<file path="src/sv/pwd_pkg.sv">
// Shared types, constants and the receive substitution table for the word decipher block.
package pwd_pkg;

	localparam logic [31:0] PACKET_KEY = 32'hA66A_A66A;
	localparam logic [31:0] LCG_MUL = 32'd241103;
	localparam logic [31:0] LCG_ADD = 32'd2533101;
	localparam int unsigned LANES = 4;
	localparam logic [2:0] FULL_WORD = 3'd4;
	localparam logic [2:0] ROUND_STEP = 3'd3;

	typedef struct packed {
		logic [31:0] cipher_word;
		logic [2:0]  valid_bytes;
		logic        first_of_packet;
		logic        last_of_packet;
		logic [7:0]  check_code;
		logic        load_key;
	} in_req_t;

	typedef struct packed {
		logic [31:0] plain_word;
		logic [2:0]  out_valid_bytes;
		logic        out_last;
		logic [7:0]  check_sum;
	} out_rsp_t;

	// One classified word waiting for the byte stage.
	typedef struct packed {
		logic [31:0] xword;
		logic [2:0]  nbytes;
		logic        first;
		logic        last;
		logic [7:0]  code;
	} work_t;

	typedef struct packed {
		logic full;
		logic empty;
	} q_stat_t;

	localparam logic [7:0] RX_SUB [256] = '{
		8'h51, 8'hA1, 8'h9E, 8'hB0, 8'h1E, 8'h83, 8'h1C, 8'h2D,
		8'hE9, 8'h77, 8'h3D, 8'h13, 8'h93, 8'h10, 8'h45, 8'hFF,
		8'h6D, 8'hC9, 8'h20, 8'h2F, 8'h1B, 8'h82, 8'h1A, 8'h7D,
		8'hF5, 8'hCF, 8'h52, 8'hA8, 8'hD2, 8'hA4, 8'hB4, 8'h0B,
		8'h31, 8'h97, 8'h57, 8'h19, 8'h34, 8'hDF, 8'h5B, 8'h41,
		8'h58, 8'h49, 8'hAA, 8'h5F, 8'h0A, 8'hEF, 8'h88, 8'h01,
		8'hDC, 8'h95, 8'hD4, 8'hAF, 8'h7B, 8'hE3, 8'h11, 8'h8E,
		8'h9D, 8'h16, 8'h61, 8'h8C, 8'h84, 8'h3C, 8'h1F, 8'h5A,
		8'h02, 8'h4F, 8'h39, 8'hFE, 8'h04, 8'h07, 8'h5C, 8'h8B,
		8'hEE, 8'h66, 8'h33, 8'hC4, 8'hC8, 8'h59, 8'hB5, 8'h5D,
		8'hC2, 8'h6C, 8'hF6, 8'h4D, 8'hFB, 8'hAE, 8'h4A, 8'h4B,
		8'hF3, 8'h35, 8'h2C, 8'hCA, 8'h21, 8'h78, 8'h3B, 8'h03,
		8'hFD, 8'h24, 8'hBD, 8'h25, 8'h37, 8'h29, 8'hAC, 8'h4E,
		8'hF9, 8'h92, 8'h3A, 8'h32, 8'h4C, 8'hDA, 8'h06, 8'h5E,
		8'h00, 8'h94, 8'h60, 8'hEC, 8'h17, 8'h98, 8'hD7, 8'h3E,
		8'hCB, 8'h6A, 8'hA9, 8'hD9, 8'h9C, 8'hBB, 8'h08, 8'h8F,
		8'h40, 8'hA0, 8'h6F, 8'h55, 8'h67, 8'h87, 8'h54, 8'h80,
		8'hB2, 8'h36, 8'h47, 8'h22, 8'h44, 8'h63, 8'h05, 8'h6B,
		8'hF0, 8'h0F, 8'hC7, 8'h90, 8'hC5, 8'h65, 8'hE2, 8'h64,
		8'hFA, 8'hD5, 8'hDB, 8'h12, 8'h7A, 8'h0E, 8'hD8, 8'h7E,
		8'h99, 8'hD1, 8'hE8, 8'hD6, 8'h86, 8'h27, 8'hBF, 8'hC1,
		8'h6E, 8'hDE, 8'h9A, 8'h09, 8'h0D, 8'hAB, 8'hE1, 8'h91,
		8'h56, 8'hCD, 8'hB3, 8'h76, 8'h0C, 8'hC3, 8'hD3, 8'h9F,
		8'h42, 8'hB6, 8'h9B, 8'hE5, 8'h23, 8'hA7, 8'hAD, 8'h18,
		8'hC6, 8'hF4, 8'hB8, 8'hBE, 8'h15, 8'h43, 8'h70, 8'hE0,
		8'hE7, 8'hBC, 8'hF1, 8'hBA, 8'hA5, 8'hA6, 8'h53, 8'h75,
		8'hE4, 8'hEB, 8'hE6, 8'h85, 8'h14, 8'h48, 8'hDD, 8'h38,
		8'h2A, 8'hCC, 8'h7F, 8'hB1, 8'hC0, 8'h71, 8'h96, 8'hF8,
		8'h3F, 8'h28, 8'hF2, 8'h69, 8'h74, 8'h68, 8'hB7, 8'hA3,
		8'h50, 8'hD0, 8'h79, 8'h1D, 8'hFC, 8'hCE, 8'h8A, 8'h8D,
		8'h2E, 8'h62, 8'h30, 8'hEA, 8'hED, 8'h2B, 8'h26, 8'hB9,
		8'h81, 8'h7C, 8'h46, 8'h89, 8'h73, 8'hA2, 8'hF7, 8'h72
	};

	// Upper half of the 32-bit LCG step on one 16-bit half word.
	function automatic logic [15:0] half_lcg(input logic [15:0] s);
		logic [31:0] v;
		v = {16'd0, s} * LCG_MUL + LCG_ADD;
		return v[31:16];
	endfunction

endpackage

</file>
<file path="src/sv/pwd_front.sv">
// Front stage: holds the key, pads short words, derives the next key and strips the XOR layer.
module pwd_front (
	input  logic             clk,
	input  logic             arst_n,
	input  logic             cfg_valid,
	input  logic [31:0]      cfg_data,
	input  logic             in_valid,
	output logic             in_ready,
	input  pwd_pkg::in_req_t in_req,
	input  pwd_pkg::q_stat_t q_stat,
	output logic             push,
	output pwd_pkg::work_t   push_data
);

	logic [31:0] initial_key_q;
	logic [31:0] key_q;
	logic [31:0] cur_key;
	logic [31:0] padded;
	logic [31:0] next_key;
	logic [2:0]  nbytes;

	assign in_ready = !q_stat.full;
	assign push     = in_valid && in_ready;

	always_comb begin
		// Out-of-range counts mean a full word.
		if (in_req.valid_bytes == 3'd0 || in_req.valid_bytes > pwd_pkg::FULL_WORD) begin
			nbytes = pwd_pkg::FULL_WORD;
		end else begin
			nbytes = in_req.valid_bytes;
		end
		cur_key = in_req.load_key ? initial_key_q : key_q;
		for (int i = 0; i < pwd_pkg::LANES; i++) begin
			if (3'(i) < nbytes) begin
				padded[8*i +: 8] = in_req.cipher_word[8*i +: 8];
			end else begin
				padded[8*i +: 8] = cur_key[8*i +: 8];
			end
		end
		next_key = {pwd_pkg::half_lcg(padded[31:16]), pwd_pkg::half_lcg(padded[15:0])}
			^ pwd_pkg::PACKET_KEY;
		push_data.xword  = padded ^ cur_key;
		push_data.nbytes = nbytes;
		push_data.first  = in_req.first_of_packet;
		push_data.last   = in_req.last_of_packet;
		push_data.code   = in_req.check_code;
	end

	always_ff @(posedge clk or negedge arst_n) begin
		if (!arst_n) begin
			initial_key_q <= '0;
			key_q         <= '0;
		end else begin
			if (cfg_valid) begin
				initial_key_q <= cfg_data;
			end
			if (push) begin
				key_q <= next_key;
			end
		end
	end

endmodule

</file>
<file path="src/sv/pwd_fifo.sv">
// Short register queue between the front and byte stages.
module pwd_fifo #(
	parameter int unsigned DEPTH = 2
) (
	input  logic             clk,
	input  logic             arst_n,
	input  logic             push,
	input  pwd_pkg::work_t   push_data,
	input  logic             pop,
	output pwd_pkg::work_t   pop_data,
	output pwd_pkg::q_stat_t stat
);

	localparam int unsigned PTR_W = (DEPTH > 1) ? $clog2(DEPTH) : 1;
	localparam int unsigned CNT_W = $clog2(DEPTH + 1);
	localparam logic [PTR_W-1:0] LAST_PTR = PTR_W'(DEPTH - 1);

	pwd_pkg::work_t   mem_q [DEPTH];
	logic [PTR_W-1:0] wr_ptr_q;
	logic [PTR_W-1:0] rd_ptr_q;
	logic [CNT_W-1:0] count_q;

	assign pop_data   = mem_q[rd_ptr_q];
	assign stat.full  = (count_q == CNT_W'(DEPTH));
	assign stat.empty = (count_q == '0);

	always_ff @(posedge clk) begin
		if (push) begin
			mem_q[wr_ptr_q] <= push_data;
		end
	end

	always_ff @(posedge clk or negedge arst_n) begin
		if (!arst_n) begin
			wr_ptr_q <= '0;
			rd_ptr_q <= '0;
			count_q  <= '0;
		end else begin
			if (push) begin
				wr_ptr_q <= (wr_ptr_q == LAST_PTR) ? '0 : wr_ptr_q + 1'b1;
			end
			if (pop) begin
				rd_ptr_q <= (rd_ptr_q == LAST_PTR) ? '0 : rd_ptr_q + 1'b1;
			end
			if (push && !pop) begin
				count_q <= count_q + 1'b1;
			end else if (pop && !push) begin
				count_q <= count_q - 1'b1;
			end
		end
	end

endmodule

</file>
<file path="src/sv/pwd_back.sv">
// Byte stage: substitution, rolling round offset, running checksum and the output register.
module pwd_back (
	input  logic              clk,
	input  logic              arst_n,
	input  pwd_pkg::q_stat_t  q_stat,
	input  pwd_pkg::work_t    head,
	output logic              pop,
	output logic              out_valid,
	input  logic              out_ready,
	output pwd_pkg::out_rsp_t out_rsp
);

	logic [7:0]        round_q;
	logic [7:0]        sum_q;
	logic              out_valid_q;
	pwd_pkg::out_rsp_t out_rsp_q;
	logic [7:0]        sum_next;
	logic [7:0]        round_next;
	logic [31:0]       plain;
	logic [7:0]        lane_p;

	assign pop       = !q_stat.empty && (!out_valid_q || out_ready);
	assign out_valid = out_valid_q;
	assign out_rsp   = out_rsp_q;

	always_comb begin
		sum_next = head.first ? head.code : sum_q;
		plain    = '0;
		lane_p   = '0;
		for (int i = 0; i < pwd_pkg::LANES; i++) begin
			lane_p = pwd_pkg::RX_SUB[head.xword[8*i +: 8]]
				- (round_q + 8'(pwd_pkg::ROUND_STEP * i));
			if (3'(i) < head.nbytes) begin
				plain[8*i +: 8] = lane_p;
				sum_next        = sum_next + lane_p;
			end
		end
		round_next = round_q + 8'({head.nbytes, 1'b0}) + 8'(head.nbytes);
	end

	always_ff @(posedge clk or negedge arst_n) begin
		if (!arst_n) begin
			round_q     <= '0;
			sum_q       <= '0;
			out_valid_q <= 1'b0;
		end else begin
			if (pop) begin
				round_q     <= round_next;
				sum_q       <= sum_next;
				out_valid_q <= 1'b1;
			end else if (out_ready) begin
				out_valid_q <= 1'b0;
			end
		end
	end

	always_ff @(posedge clk) begin
		if (pop) begin
			out_rsp_q.plain_word      <= plain;
			out_rsp_q.out_valid_bytes <= head.nbytes;
			out_rsp_q.out_last        <= head.last;
			out_rsp_q.check_sum       <= sum_next;
		end
	end

endmodule

</file>
<file path="src/sv/packet_word_decipher_core.sv">
// Top level of the packet word decipher: front stage, word queue and byte stage.
//
// Channels: in_valid/in_ready/in_req carries one little-endian ciphertext body word
// per request; out_valid/out_ready/out_rsp returns one deciphered word per request,
// in order. cfg_valid/cfg_data writes the session key used by words that set
// load_key; cfg_ready is always high. Write it only while no word is in flight.
// A word accepted on in_req is written to the queue, then popped into the output register.
// Throughput: one word per cycle while out_ready is high. The key update (two 16x18 constant multiplies)
// is computed combinationally in the front stage; the round and checksum update (four table
// reads and a four-byte add chain) is computed combinationally in the byte stage.
// Stall: when out_ready is low the result holds in the output register; the queue
// of QUEUE_DEPTH words keeps in_ready high until it fills.
// Reset: key, session key, round and checksum clear to zero, queue and output empty.
module packet_word_decipher_core #(
	parameter int unsigned QUEUE_DEPTH = 2
) (
	input  logic              clk,
	input  logic              arst_n,
	input  logic              cfg_valid,
	output logic              cfg_ready,
	input  logic [31:0]       cfg_data,
	input  logic              in_valid,
	output logic              in_ready,
	input  pwd_pkg::in_req_t  in_req,
	output logic              out_valid,
	input  logic              out_ready,
	output pwd_pkg::out_rsp_t out_rsp
);

	pwd_pkg::q_stat_t q_stat;
	pwd_pkg::work_t   push_data;
	pwd_pkg::work_t   head;
	logic             push;
	logic             pop;

	assign cfg_ready = 1'b1;

	pwd_front u_front (
		.clk       (clk),
		.arst_n    (arst_n),
		.cfg_valid (cfg_valid),
		.cfg_data  (cfg_data),
		.in_valid  (in_valid),
		.in_ready  (in_ready),
		.in_req    (in_req),
		.q_stat    (q_stat),
		.push      (push),
		.push_data (push_data)
	);

	pwd_fifo #(
		.DEPTH (QUEUE_DEPTH)
	) u_fifo (
		.clk       (clk),
		.arst_n    (arst_n),
		.push      (push),
		.push_data (push_data),
		.pop       (pop),
		.pop_data  (head),
		.stat      (q_stat)
	);

	pwd_back u_back (
		.clk       (clk),
		.arst_n    (arst_n),
		.q_stat    (q_stat),
		.head      (head),
		.pop       (pop),
		.out_valid (out_valid),
		.out_ready (out_ready),
		.out_rsp   (out_rsp)
	);

`ifndef SYNTHESIS
	a_queue_state: assert property (@(posedge clk) disable iff (!arst_n)
		!(q_stat.full && q_stat.empty))
		else $error("queue reports full and empty at once");

	a_pop_nonempty: assert property (@(posedge clk) disable iff (!arst_n)
		pop |=> out_valid)
		else $error("popped word did not reach the output register");

	a_count_range: assert property (@(posedge clk) disable iff (!arst_n)
		out_valid |-> (out_rsp.out_valid_bytes != 3'd0 && out_rsp.out_valid_bytes <= 3'd4))
		else $error("byte count out of range on output");

	a_pad_zero: assert property (@(posedge clk) disable iff (!arst_n)
		(out_valid && out_rsp.out_valid_bytes == 3'd1) |-> (out_rsp.plain_word[31:8] == 24'd0))
		else $error("padding lanes not zero");
`endif

endmodule
</file>
<file path="config.mk">
export PLATFORM = sky130hd
export DESIGN_NAME = packet_word_decipher_core
export DESIGN_NICKNAME = d
export VERILOG_FILES = /design/src/sv/pwd_pkg.sv /design/src/sv/pwd_front.sv /design/src/sv/pwd_fifo.sv /design/src/sv/pwd_back.sv /design/src/sv/packet_word_decipher_core.sv
export SDC_FILE = /design/constraint.sdc
export NUM_CORES = 2
export LEC_CHECK = 0
export BUFFER_PORTS_ARGS = -buffer_cell sky130_fd_sc_hd__clkbuf_2
export CAP_MARGIN = 20
export CORE_UTILIZATION = 60
export CTS_CLUSTER_DIAMETER = 80
export DETAILED_ROUTE_END_ITERATION = 12
export PLACE_DENSITY = 0.77
export SYNTH_ARGS = -nofsm -noshare
export SYNTH_HDL_FRONTEND = slang
export SYNTH_SLANG_ARGS = --single-unit
</file>
<file path="constraint.sdc">
create_clock -name clk -period 15.8 [get_ports clk]
set_input_delay 2.37 -clock clk [delete_from_list [all_inputs] [get_ports clk]]
set_output_delay 2.37 -clock clk [all_outputs]
set_load 0.005 [all_outputs]
</file>
==> impl_metrics.tcl <==
set metrics [dict create \
    row_count 90 \
    numCtsBuffers 26 \
    crit_end "u_back.sum_q[7]$_DFFE_PN0P_" \
    cp.arrival_ps 11320 \
    synth_edf_count 134 \
    fp.dieH_um 251 \
    crit_fanout 49 \
    mostFrequentLayoutCells "534 x inv_1, 418 x ha_1, 403 x nand2_1" \
    slowest_delay_ps 770 \
    ys_ff_latch 219 \
    ys_seq_area_frac 0.165 \
    crit_start "u_fifo.rd_ptr_q$_DFFE_PN0P_" \
    hold_path_startpoint "u_front.key_q[11]$_DFFE_PN0P_" \
    port_buffers 128 \
    cp_num_cells 40 \
    core_mm2 0.0608 \
    dp.cells 5123 \
    drc 0 \
    status "completed" \
    layout-drive-gt1-share 0.0913 \
    place_congestion 1.03 \
    num_vias 34800 \
    cp_slowest_cell "dfrtp_4" \
    via_per_inst 6.71 \
    r2r_start "u_fifo.rd_ptr_q$_DFFE_PN0P_" \
    crit_family "adder cells" \
    reg2reg_slack_ps 4930 \
    finalSetupTns_ps 0 \
    grt.overflow.total 0 \
    cp.required_ps 16250 \
    end_kind "flop" \
    async_flop_share 0.388 \
    hold_path_class "reg -> reg" \
    layout.nets 5167 \
    cts-root-buf "clkbuf_16" \
    crit_top_cell "ha_1" \
    syn_nets 5241 \
    layout_setup_ws_ps 4930 \
    cts_resized 0 \
    cts_hold_buf 0 \
    layout_commonest_cell "inv_1" \
    slew_violations 0 \
    die_w_um 251 \
    ys_warn_count 0 \
    cap_violations 0 \
    clockBufferDepth 3 \
    area_growth_pct 5.14 \
    fin_skew_ps 18.8 \
    period_share 0.688 \
    grt_first_pass_wirelength_um 193000 \
    place_ws_ps 4500 \
    dp_hpwl_um 91200 \
    fin_crit_ps 10870 \
    start_util 0.611 \
    post_cts_buffers 0 \
    clk_pin_slew_worst_paths_ps 60 \
    cts_tree "yes" \
    wl_per_cell_um 23.9 \
    antenna_found_initial 9 \
    synth_cells 4444 \
    grt_pass1_vias 33500 \
    start_kind "flop" \
    hold_violations 0 \
    grt_max_degree 97 \
    critical_path_class "reg -> reg" \
    firstDrtPassIters 11 \
    ant_nets 0 \
    syn_avg_cell_area_um2 8.36 \
    worst_pin_slew_ps 1020 \
    wirelength_um 124000 \
    clock_sinks 219 \
    drt_iter0_drc 5023 \
    fmax_ghz 0.0920 \
    rsz0062_at_grt "no" \
    yosysUniqueCellTypes 101 \
    setup_viol 0 \
    track_usage 0.389 \
    ys.flop_type "edfxtp_1" \
    h-tree-depth 1 \
    synth.cell_area_mm2 0.0372 \
    clock_latency_ps 580 \
    io_pins 130 \
    r2r_end "u_back.sum_q[7]$_DFFE_PN0P_" \
    crit_buf_inv 7 \
    final_cells 5179 \
    slew_headroom 0.320 \
    die_area_mm2 0.0629 \
    reg2regPathDepth 40 \
]
## state kept, by name (all words and copies together) (netlist names)
signal and flops:
u_back.out_valid 1, u_fifo.mem_q 90, u_front.initial_key_q 32, u_fifo.wr_ptr_q 1
u_front.key_q 32, u_back.round_q 8, u_back.out_rsp 44, u_back.sum_q 8
u_fifo.rd_ptr_q 1, u_fifo.count_q 2
## tightest hold or removal path: cells and delay by family, from the launching register on
kind / cells / cell delay (ps)
and+or+nand+nor: 1 / 50
AOI/OAI and AO/OA: 1 / 60
DFF: 1 / 340
## synth_stat cells (35+ instances only)
cell type  count  area share
nor2_1       305       0.031
a21oi_1      311       0.042
o311ai_0      35      0.0082
mux2_2        66       0.020
nand3_1      114       0.015
inv_1        535       0.054
mux2i_1       75       0.020
o21ai_0      289       0.039
a31oi_1       72       0.012
dfrtp_1       85       0.057
nor3_1       113       0.015
fa_1         296        0.16
edfxtp_1     134        0.11
a311oi_1      65       0.015
ha_1         418        0.14
buf_1         57      0.0058
xor2_1        60       0.014
a21o_1        39      0.0079
a211oi_1      84       0.017
clkbuf_1     193       0.019
o211ai_1      74       0.015
xnor2_1       78       0.018
nand2_1      404       0.041
## final cells by class
type	instances	area, um^2
multi-input cells	3381	27800
fillers	5227	21700
flip-flops and latches	219	6150
inverters	546	2050
repair buffers	196	1170
well taps	782	978
clock buffers	31	701
clock inverters	17	225
diodes	7	17.5
## how the worst min path moves through the flow
stage,endpoint,slack (ps),depth (start not counted)
after floorplan,u_front.key_q[22]$_DFFE_PN0P_,440,2
after global placement,u_front.key_q[23]$_DFFE_PN0P_,450,2
after detailed placement,u_front.key_q[11]$_DFFE_PN0P_,470,2
after CTS,u_front.key_q[16]$_DFFE_PN0P_,480,2
after global routing,u_front.key_q[11]$_DFFE_PN0P_,500,2
final,u_front.key_q[11]$_DFFE_PN0P_,480,2
## through the flow
stage          hold slack (ps)   util  cell area [um^2]
2_1_floorplan              438      -             37200
3_3_place_gp               454  0.627             38100
3_5_place_dp               469  0.627             38100
4_1_cts                    482  0.642             39000
5_1_grt                    502  0.643             39100
6_report                   481  0.643             39100
## per-layer routing
| metal | vias to the layer above | GRT usage | routed length, um |
|---|---|---|---|
| li1 | 15500 | - | - |
| met1 | 16400 | 0.534 | 49900 |
| met2 | 2308 | 0.596 | 53800 |
| met3 | 489 | 0.0791 | 13700 |
| met4 | 4 | 0.169 | 6410 |
| met5 | - | 0 | 23 |
## logic make-up after synthesis
logic type,after synthesis,share of synthesized area
fa+ha+maj,714,0.300
simple gates,1102,0.131
buf+inv,844,0.0899
xor+xnor,140,0.0338
compound gates,1249,0.221
mux,175,0.0579
other cells,1,0.000101
flops,219,0.165
Power is not shown: default switching activity piles up to over one toggle a cycle in this logic, so the estimate is an artifact.
